### src/design/lkvc_pkg.sv
// Shared types and sizing constants for the LRU key-value cache.
// No dependencies; imported by lkvc_cell, lru_key_value_cache_unit and tb_top.
package lkvc_pkg;

    localparam int unsigned ENTRIES    = 16;
    localparam int unsigned KEY_BITS   = 32;
    localparam int unsigned VALUE_BITS = 32;
    localparam int unsigned CAP_BITS   = 5;

    // Reset value of the capacity register
    localparam logic [CAP_BITS-1:0] CAP_RESET = CAP_BITS'(16);

    // Operation codes carried on s_tuser
    localparam logic OP_GET = 1'b0;
    localparam logic OP_SET = 1'b1;

    // One stored entry
    typedef struct packed {
        logic                  valid;
        logic [KEY_BITS-1:0]   key;
        logic [VALUE_BITS-1:0] value;
    } entry_t;

    // Per-cell control from the sequencer
    typedef struct packed {
        logic cmp_en;
        logic load;
        logic evict;
    } cell_ctrl_t;

    // Sequencer states, one-hot
    typedef enum logic [2:0] {
        ST_IDLE = 3'b001,
        ST_CMP  = 3'b010,
        ST_UPD  = 3'b100
    } seq_state_t;

endpackage

### src/design/lkvc_cell.sv
// One slot of the recency-ordered chain: holds an entry, compares its key
// and takes its neighbor's entry on a shift. Depends on lkvc_pkg.
module lkvc_cell (
    input  logic                             aclk,
    input  logic                             aresetn,
    input  lkvc_pkg::cell_ctrl_t             ctrl,
    input  lkvc_pkg::entry_t                 prev,
    input  logic [lkvc_pkg::KEY_BITS-1:0]    cmp_key,
    output lkvc_pkg::entry_t                 entry,
    output logic                             match
);
    import lkvc_pkg::*;

    logic                  valid_reg;
    logic [KEY_BITS-1:0]   key_reg;
    logic [VALUE_BITS-1:0] value_reg;
    logic                  match_reg;

    always_ff @(posedge aclk) begin
        if (!aresetn) begin
            valid_reg <= 1'b0;
            match_reg <= 1'b0;
        end else begin
            if (ctrl.evict) begin
                valid_reg <= 1'b0;
            end else if (ctrl.load) begin
                valid_reg <= prev.valid;
            end
            if (ctrl.cmp_en) begin
                match_reg <= valid_reg && (key_reg == cmp_key);
            end
        end
    end

    // Payload: shift in from the neighbor
    always_ff @(posedge aclk) begin
        if (ctrl.load) begin
            key_reg   <= prev.key;
            value_reg <= prev.value;
        end
    end

    assign entry = '{valid: valid_reg, key: key_reg, value: value_reg};
    assign match = match_reg;

endmodule

### src/design/lru_key_value_cache_unit.sv
// Top level of the fully associative LRU key-value cache.
// Depends on lkvc_pkg and lkvc_cell.
//
// Usage:
//   Input stream (s_*): one operation per transfer. s_tuser is the kind
//   (0 get, 1 set); s_tdata carries lookup_key in [31:0] and write_value in
//   [63:32]. Output stream (m_*): one result per operation, in order.
//   m_tuser is hit (key present before the operation); m_tdata is the
//   stored value on a get hit and zero otherwise.
//   Configuration (cfg_*): a transfer writes capacity_in_use (5 bits).
//   Values above the entry count act as the entry count. Write it only
//   while no operation is in flight.
// Timing:
//   An operation has a compare state, in which all cells compare their key
//   in parallel, then an update state, in which the chain shifts by one slot
//   on a hit or a set miss and the result is registered. A new operation is
//   accepted while idle or in the update state of the previous one, so its
//   compare overlaps the output of the previous result.
// Reset (aresetn low, synchronous): empties the store, capacity back to 16.
// Stall: the result register holds while m_tready is low; one further
//   operation may be accepted and compared, then it waits in update.
module lru_key_value_cache_unit (
    input  logic                                aclk,
    input  logic                                aresetn,
    // Configuration write channel
    input  logic                                cfg_valid,
    output logic                                cfg_ready,
    input  logic [lkvc_pkg::CAP_BITS-1:0]       cfg_data,   // capacity_in_use
    // Operation input
    input  logic                                s_tvalid,
    output logic                                s_tready,
    input  logic                                s_tuser,    // [0] kind
    input  logic [63:0]                         s_tdata,    // [31:0] lookup_key,
                                                            // [63:32] write_value
    // Result output
    output logic                                m_tvalid,
    input  logic                                m_tready,
    output logic                                m_tuser,    // [0] hit
    output logic [31:0]                         m_tdata     // [31:0] read_value
);
    import lkvc_pkg::*;

    seq_state_t            state_reg, state_next;
    logic [CAP_BITS-1:0]   capacity_reg;
    logic                  kind_reg;
    logic [KEY_BITS-1:0]   key_reg;
    logic [VALUE_BITS-1:0] wval_reg;
    logic                  m_tvalid_reg;
    logic                  hit_reg;
    logic [VALUE_BITS-1:0] rdata_reg;

    entry_t                cell_entry [ENTRIES];
    cell_ctrl_t            cell_ctrl  [ENTRIES];
    logic [ENTRIES-1:0]    match_vec;
    logic [ENTRIES-1:0]    valid_vec;

    logic                  out_free;
    logic                  upd_go;
    logic                  in_xfer;
    logic                  hit;
    logic                  set_miss;
    logic [VALUE_BITS-1:0] hit_value;
    entry_t                new_entry;

    // Configuration is always accepted
    assign cfg_ready = 1'b1;

    always_ff @(posedge aclk) begin
        if (!aresetn) begin
            capacity_reg <= CAP_RESET;
        end else if (cfg_valid && cfg_ready) begin
            capacity_reg <= cfg_data;
        end
    end

    // Sequencer: compare, then update once the output register is free
    assign out_free = !m_tvalid_reg || m_tready;
    assign upd_go   = (state_reg == ST_UPD) && out_free;
    assign s_tready = (state_reg == ST_IDLE) || upd_go;
    assign in_xfer  = s_tvalid && s_tready;

    always_comb begin
        state_next = state_reg;
        case (state_reg)
            ST_IDLE: begin
                if (in_xfer) state_next = ST_CMP;
            end
            ST_CMP: begin
                state_next = ST_UPD;
            end
            ST_UPD: begin
                if (upd_go) state_next = in_xfer ? ST_CMP : ST_IDLE;
            end
            default: begin
                state_next = ST_IDLE;
            end
        endcase
    end

    always_ff @(posedge aclk) begin
        if (!aresetn) begin
            state_reg <= ST_IDLE;
        end else begin
            state_reg <= state_next;
        end
    end

    // Hold the accepted operation for the compare and update cycles
    always_ff @(posedge aclk) begin
        if (in_xfer) begin
            kind_reg <= s_tuser;
            key_reg  <= s_tdata[KEY_BITS-1:0];
            wval_reg <= s_tdata[KEY_BITS +: VALUE_BITS];
        end
    end

    // Keys are unique, so at most one match: select its value by AND-OR
    always_comb begin
        hit_value = '0;
        for (int j = 0; j < ENTRIES; j++) begin
            hit_value = hit_value | (match_vec[j] ? cell_entry[j].value : '0);
        end
    end

    assign hit      = |match_vec;
    assign set_miss = !hit && (kind_reg == OP_SET);

    // The pair that enters slot 0 (most recent)
    assign new_entry = '{valid: 1'b1, key: key_reg,
                         value: (kind_reg == OP_SET) ? wval_reg : hit_value};

    // Chain of cells; slot 0 is most recent, valid slots are contiguous
    for (genvar i = 0; i < ENTRIES; i++) begin : g_cell
        localparam int unsigned CELL_IDX = i;
        logic shift_here;

        if (i == 0) begin : g_head
            // Slot 0 always takes the new pair on a hit or a set miss
            assign shift_here = hit || set_miss;
        end else begin : g_body
            // Hit: shift slots up to the matching one.
            // Set miss: shift every slot up to the first empty one (or all).
            assign shift_here = hit ? (|match_vec[ENTRIES-1:i])
                                    : (set_miss && cell_entry[i-1].valid);
        end

        always_comb begin
            cell_ctrl[i].cmp_en = (state_reg == ST_CMP);
            cell_ctrl[i].load   = upd_go && shift_here;
            // Drop slots at or beyond capacity after an insert
            cell_ctrl[i].evict  = upd_go && set_miss &&
                                  (CELL_IDX >= int'(capacity_reg));
        end

        lkvc_cell u_cell (
            .aclk    (aclk),
            .aresetn (aresetn),
            .ctrl    (cell_ctrl[i]),
            .prev    ((i == 0) ? new_entry : cell_entry[(i == 0) ? 0 : i-1]),
            .cmp_key (key_reg),
            .entry   (cell_entry[i]),
            .match   (match_vec[i])
        );

        assign valid_vec[i] = cell_entry[i].valid;
    end

    // Result register: hold while the receiver stalls
    always_ff @(posedge aclk) begin
        if (!aresetn) begin
            m_tvalid_reg <= 1'b0;
        end else if (upd_go) begin
            m_tvalid_reg <= 1'b1;
        end else if (m_tready) begin
            m_tvalid_reg <= 1'b0;
        end
    end

    always_ff @(posedge aclk) begin
        if (upd_go) begin
            hit_reg   <= hit;
            rdata_reg <= (hit && (kind_reg == OP_GET)) ? hit_value : '0;
        end
    end

    assign m_tvalid = m_tvalid_reg;
    assign m_tuser  = hit_reg;
    assign m_tdata  = rdata_reg;

`ifndef SYNTHESIS
    // Keys stay unique across the chain
    a_match_onehot: assert property (@(posedge aclk) disable iff (!aresetn)
        $onehot0(match_vec))
        else $error("more than one cell matched the key");

    // Valid slots fill from slot 0 without gaps
    a_valid_packed: assert property (@(posedge aclk) disable iff (!aresetn)
        ((valid_vec & (valid_vec + 1'b1)) == '0))
        else $error("gap in valid slots");

    // A result appears only out of the update cycle
    a_result_from_upd: assert property (@(posedge aclk) disable iff (!aresetn)
        $rose(m_tvalid_reg) |-> $past(state_reg == ST_UPD))
        else $error("result raised outside update");
`endif

endmodule

### config.mk
export PLATFORM = sky130hd
export DESIGN_NAME = lru_key_value_cache_unit
export DESIGN_NICKNAME = d
export VERILOG_FILES = /design/src/design/lkvc_pkg.sv /design/src/design/lkvc_cell.sv /design/src/design/lru_key_value_cache_unit.sv
export SDC_FILE = /design/constraint.sdc
export NUM_CORES = 1
export LEC_CHECK = 0
export BUFFER_PORTS_ARGS = -buffer_cell sky130_fd_sc_hd__buf_2
export CAP_MARGIN = 10
export CORE_UTILIZATION = 60
export CTS_CLUSTER_SIZE = 20
export DETAILED_ROUTE_END_ITERATION = 12
export PLACE_DENSITY = 0.76
export SLEW_MARGIN = 10
export SYNTH_ARGS = -nofsm -noshare
export SYNTH_HDL_FRONTEND = slang
export SYNTH_SLANG_ARGS = --single-unit
### constraint.sdc
create_clock -name aclk -period 9.19 [get_ports aclk]
set_input_delay 0.4595 -clock aclk [delete_from_list [all_inputs] [get_ports aclk]]
set_output_delay 0.4595 -clock aclk [all_outputs]
set_load 0.05 [all_outputs]
==> results of run 1 <==
-- metrics by stage --
step | std cells | cell area (um2) | worst slack [ns] | utilization [%] | power (mW)
2_1_floorplan | 2668 | 44960 | 1.106 | - | 6.094
3_3_place_gp | 3657 | 46770 | 5.210 | 62.93 | 6.200
3_5_place_dp | 3657 | 46770 | 5.197 | 62.93 | 6.210
4_1_cts | 3925 | 51030 | 5.175 | 68.66 | 10.68
5_1_grt | 3925 | 51030 | 4.911 | 68.66 | 10.89
6_report | 3925 | 51030 | 5.041 | 68.66 | 10.66
-- cell usage after synthesis (all sizes together) (23+ instances only) --
master and number:
clkbuf 126, nor3 23, a22o 64, buf 25
nor4 72, mux2i 40, o21ai 32, nand4 89
a221oi 65, nand3 69, edfxtp 1122, xnor2 262
inv 38, nor2 96, xor2 248, a22oi 128
dfxtp 41, nand2 42
-- layer usage --
metal  global-route usage (%)  routed length [um]
met2                    45.15               50580
met4                    13.37                5034
met1                    39.03               41680
met5                        0                   0
met3                    5.776               10990
-- worst paths after layout --
kind	to	depth (start not counted)	startpoint
setup / recovery	g_cell[1].u_cell.key_reg[11]	7	g_cell[13].u_cell.match
hold / removal	capacity_reg[3]	3	cfg_data[3]
setup reg to reg	g_cell[1].u_cell.key_reg[11]	7	g_cell[13].u_cell.match
hold reg to reg	g_cell[5].u_cell.value_reg[13]	0	g_cell[4].u_cell.value_reg[13]
-- power by group --
| part | total, mW | internal [mW] | switching, mW |
|---|---|---|---|
| clock network | 4.54 | 2.57 | 1.96 |
| registers | 5.77 | 5.76 | 0.0147 |
| logic | 0.350 | 0.136 | 0.214 |
| total | 10.7 | 8.47 | 2.19 |
-- area by class of cell --
cell class	instances	area share [%]
Clock inverter	68	1.336
Inverter	39	0.2869
Tap cell	969	2.376
Clock buffer	134	5.713
Sequential cell	1163	67.67
Timing Repair Buffer	237	3.276
Multi-Input combinational cell	1315	19.34
-- kinds of logic after synthesis --
group           Yosys count  synth area share [%]
flops                  1163                 76.77
xor+xnor                510                 9.935
simple gates            420                 4.904
compound gates          344                 5.858
buf+inv                 190                 1.636
mux                      40                0.8906
other cells               1              0.008341
-- what timing repair did --
item / 4_1_cts / 5_1_grt
hold buffers: 66 / 0
hold endpoints to repair: 66 / 0
setup buffers: 0 / 0
-- worst min-delay path, delay by kind of cell --
family	cells	cell delay, ns
buf+inv	1	0.08
simple gates	1	0.08
mux	1	0.05
==> flow_summary.yaml, run 1 <==
run_status:
  status: "complete, no violations"
setup_path:
  path_buf_inv: 2
  max_stage_delay_ns: 0.73
  crit_chain: "buf_4 -> nor4_4 -> nand4_1 -> nor3_1 -> nand2_1 -> o21ai_4 -> buf_4"
  criticalPathCategory: "flip-flop to flip-flop"
  critPathSlowestCell: "nor3_1"
  critPathTopFamily: "simple AND/OR/NAND/NOR gates"
  cp_data_required_time_ns: 9.50
  cp_data_arrival_time_ns: 4.45
  rrSetupSlack_ns: 5.04
  start_kind: "flip-flop"
  cp_max_fo: 45
  end_kind: "flip-flop"
  cpMostUsedCell: "buf_4"
sta:
  maxSlewViolCount: 0
  max_clock_freq_mhz: 241.0
  fin_crit_sh_pct: 45.15
  period_minus_slack_ns: 4.149
  rsz0062_at_grt: "no"
  skew_ns: 0.03246
  holdWs_ns: 0.03641
  fin_setup_tns_ns: 0
  hold_viol_final: 0
  tightestPinTransition_ns: 1.293
  setup_viol: 0
  slew_headroom_pct: 13.81
detailed_routing:
  ant_nets: 0
  drt_pass1_iterations: 5
  routedWlPerCell_um: 27.59
  viasPerCell: 6.392
  drcViolationCount: 0
  drt_iter0_markers: 3324
  routed_wl_mm: 108.3
  vias: 25090
clock_tree:
  clkTransAtPathRegs_ns: 0.06
  htreeDepth: 3
  clkSinkCount: 1163
  clk_latency_ns: 0.69
  cts_resized: 0
  root_buffer: "clkbuf_16"
  cts_tree: "built"
  cts_made_buffers: 110
  clock_path_buffers: 3
floorplanning:
  placement_rows: 100
  die_w_um: 275.7
  initial_core_util_pct: 60.49
  core-area_um2: 74320
  die_h_um: 275.7
  ios: 111
  dieArea_um2: 76030
global_routing:
  grt_pass1_wl_mm: 159.3
  grt_usage_pct: 28.74
  grt_pass1_vias: 25540
  antenna_found_initial: 0
  grt_start_max_net_pins: 66
  gr-total-overflow: 0
cells_and_area:
  fillers: 4742
  multi_input_area_um2: 9869
  mostFrequentLayoutCells: "edfxtp_1, xnor2_1, xor2_1"
  final_common_cell: "edfxtp_1"
  layout.nets: 2941
  drive_above_1_share_pct: 12.65
  antenna_cells: 0
  register_area_um2: 34530
  area_growth_pct: 13.51
hold_path:
  hold_class: "input port to flip-flop"
synthesis:
  yosysUniqueCellTypes: 55
  yosysSeqAreaShare_pct: 76.77
  ys_warn_count: 0
  synth_top_area_share_pct: 74.94
  synth.area.top_cells: "edfxtp_1, xnor2_1, xor2_1"
  synthFlopType: "edfxtp_1"
  ys_async_sr_fraction_pct: 0
  yosysTopAreaCell: "edfxtp_1"
  syn_area_per_cell_um2: 16.85
  synthCells: 2668
  synth_area_um2: 44960
  synth-edff-count: 1122
  syn_nets: 2743
  ys_seq_elements: 1163
power:
  powerDensity_nw_per_um2: 208.9
  leakage_nw: 16.42
  vdd_drop_max_mv: 0.1753
placement:
  dp_hpwl_mm: 67.72
  port_buffers: 109
  place_congestion: 0.9344
job:
  drv_cap: 0
No activity file was read; power rests on OpenSTA's default activity.
==> run 2, diff against run 1 <==
Clock period 9.19 ns to 4.34 ns, I/O delays scaled along.
==> run 2 against run 1 <==
Net effect:
- maximum frequency increased by 18%
- first-iteration DRC count decreased by 8.1%
- hold slack gained 0.20 ns
- sequential share of layout area is 0.78 points lower
- global-route usage rose by 1.3 points
- clock skew is 0.00053 ns higher
- count of clock-buffer cells in the layout grew 13
- clock power grew 120%
- sequential power up 110%
- critical endpoint is now g_cell[11].u_cell.key_reg[0]
- largest cell class unchanged
- largest power group unchanged
==> flow_summary.yaml, run 2 (same netlist as run 1, synthesis figures left out) <==
run_status:
  status: "complete, no violations"
global_routing:
  grt_pass1_vias: 25880
  grt_usage_pct: 29.99
  grt_start_max_net_pins: 67
  gr-total-overflow: 0
  grt.busiest_layer: "met2"
  use_met1_pct: 42.56
  grt_pass1_wl_mm: 165.0
  antenna_found_initial: 0
  grt.met3_usage_pct: 5.463
  grtUsageMet2_pct: 46.78
power:
  power_mw: 23.01
  netSwitchingPower_mw: 4.670
  powerDensity_nw_per_um2: 445.6
  power.share.clock_pct: 43.3
  switching_share_pct: 20.30
  vdd_drop_max_mv: 0.4999
  p_int_mw: 18.33
  leakage_nw: 16.72
  p_seq_share_pct: 53.6
  power_frac_comb_pct: 3.0
placement:
  port_buffers: 109
  place_congestion: 0.9521
  dp_hpwl_mm: 73.60
  dp_slack_ns: 0.9453
  post_dp_cell_area_um2: 47110
  placed_cells: 3688
setup_path:
  reg2reg_to: "g_cell[11].u_cell.key_reg[0]"
  rrSetupSlack_ns: 0.83
  start_kind: "flip-flop"
  end_kind: "flip-flop"
  cp_data_arrival_time_ns: 3.84
  cp_data_required_time_ns: 4.66
  criticalPathCategory: "flip-flop to flip-flop"
  cp_max_fo: 57
  worstReg2RegStart: "g_cell[6].u_cell.match"
  rr_worst_depth: 6
clock_tree:
  cts_made_buffers: 112
  cts_resized: 0
  postCtsSetupRepairBufs: 0
  clkTransAtPathRegs_ns: 0.06
  htreeDepth: 3
  root_buffer: "clkbuf_16"
  cts_tree: "built"
  clk_latency_ns: 0.69
  holdBufCountCts: 80
  clock_path_buffers: 3
  clkSinkCount: 1163
detailed_routing:
  drcViolationCount: 0
  routed_wl_mm: 113.3
  viasPerCell: 6.476
  vias: 25750
  drt_pass1_iterations: 6
  drt_iter0_markers: 3054
  ant_nets: 0
  routedWlPerCell_um: 28.48
sta:
  tightestPinTransition_ns: 1.078
  max_clock_freq_mhz: 284.6
  maxSlewViolCount: 0
  holdWs_ns: 0.2372
  fin_crit_sh_pct: 80.97
  hold_viol_final: 0
  rsz0062_at_grt: "no"
  skew_ns: 0.03299
  period_minus_slack_ns: 3.514
  slew_headroom_pct: 27.18
  worst_slack_ns: 0.8257
  setup_viol: 0
floorplanning:
  ios: 111
  dieArea_um2: 76030
  die_w_um: 275.7
  initial_core_util_pct: 60.49
  core-area_um2: 74320
  die_h_um: 275.7
  placement_rows: 100
cells_and_area:
  area_growth_pct: 14.83
  layout.nets: 2988
  antenna_cells: 0
  final_common_cell: "edfxtp_1"
  mostFrequentLayoutCells: "edfxtp_1, xnor2_1, xor2_1"
  finalNonFillerCells: 3976
  final_cell_area_um2: 51620
  drive_above_1_share_pct: 13.27
hold_path:
  hold_end: "wval_reg[29]"
  whs_path_depth: 2
  hold_class: "input port to flip-flop"
  min_from: "s_tdata[61]"
job:
  drv_cap: 0
-- run 2: cell count changes in the layout (fill, tap and decap cells not counted), sizes merged --
cell         change
buf             +31
dlygate4sd3     +14
clkbuf          +13
clkinv           -8
bufinv           +6
clkinvlp         -5
-- run 2: layout make-up --
| class | count | area (um2) |
|---|---|---|
| clock buffer | 147 | 2965 |
| clock inverter | 61 | 753.2 |
| fill | 4624 | 22700 |
| inverter | 39 | 146.4 |
| multi-input combinational | 1315 | 9869 |
| sequential | 1163 | 34530 |
| tap | 969 | 1212 |
| timing repair buffer | 282 | 2145 |
-- run 2: how the worst max path moves through the flow --
stage	cells past startpoint	endpoint	slack, ns	startpoint
CTS	6	g_cell[11].u_cell.key_reg[11]	0.94	g_cell[6].u_cell.match
floorplan	5	g_cell[7].u_cell.key_reg[0]	-0.57	state_reg[2]
global route	6	g_cell[12].u_cell.key_reg[14]	0.71	g_cell[6].u_cell.match
detailed placement	6	g_cell[11].u_cell.key_reg[0]	0.95	g_cell[6].u_cell.match
finish	6	g_cell[11].u_cell.key_reg[0]	0.83	g_cell[6].u_cell.match
global placement	6	g_cell[11].u_cell.key_reg[0]	1.04	g_cell[6].u_cell.match
-- run 2: power by group through the flow --
stage                     sequential (mW)  combinational [mW]  clock [mW]
after floorplan                      12.5               0.451           0
after global placement               12.6               0.614           0
after detailed placement             12.6               0.629           0
after CTS                            12.3               0.694        9.98
after global routing                 12.3               0.744        10.4
final                                12.3               0.699        9.97
-- run 2: stage by stage --
stage                     TNS, ns  util (%)
final                           0     69.46
after global routing            0     69.46
after CTS                       0     69.46
after detailed placement        0     63.38
after global placement          0     63.38
after floorplan           -159.73         -
-- run 2: worst max-delay path, cell delays in order, from the launching register on --
cell and delay (ns):
dfxtp_2 0.63, nor3_1 0.43, nand4_1 0.49, or4_1 0.66, a21bo_2 0.26, nor2_4 0.26, buf_12 0.34
-- run 2: layer usage --
layer | vias up | share of wire [%] | wire, um
met3 | 256 | 11 | 12800
met4 | 0 | 3.5 | 4009
met1 | 12860 | 38 | 43520
met2 | 1857 | 47 | 52920
met5 | - | 0 | 0
li1 | 10780 | - | -
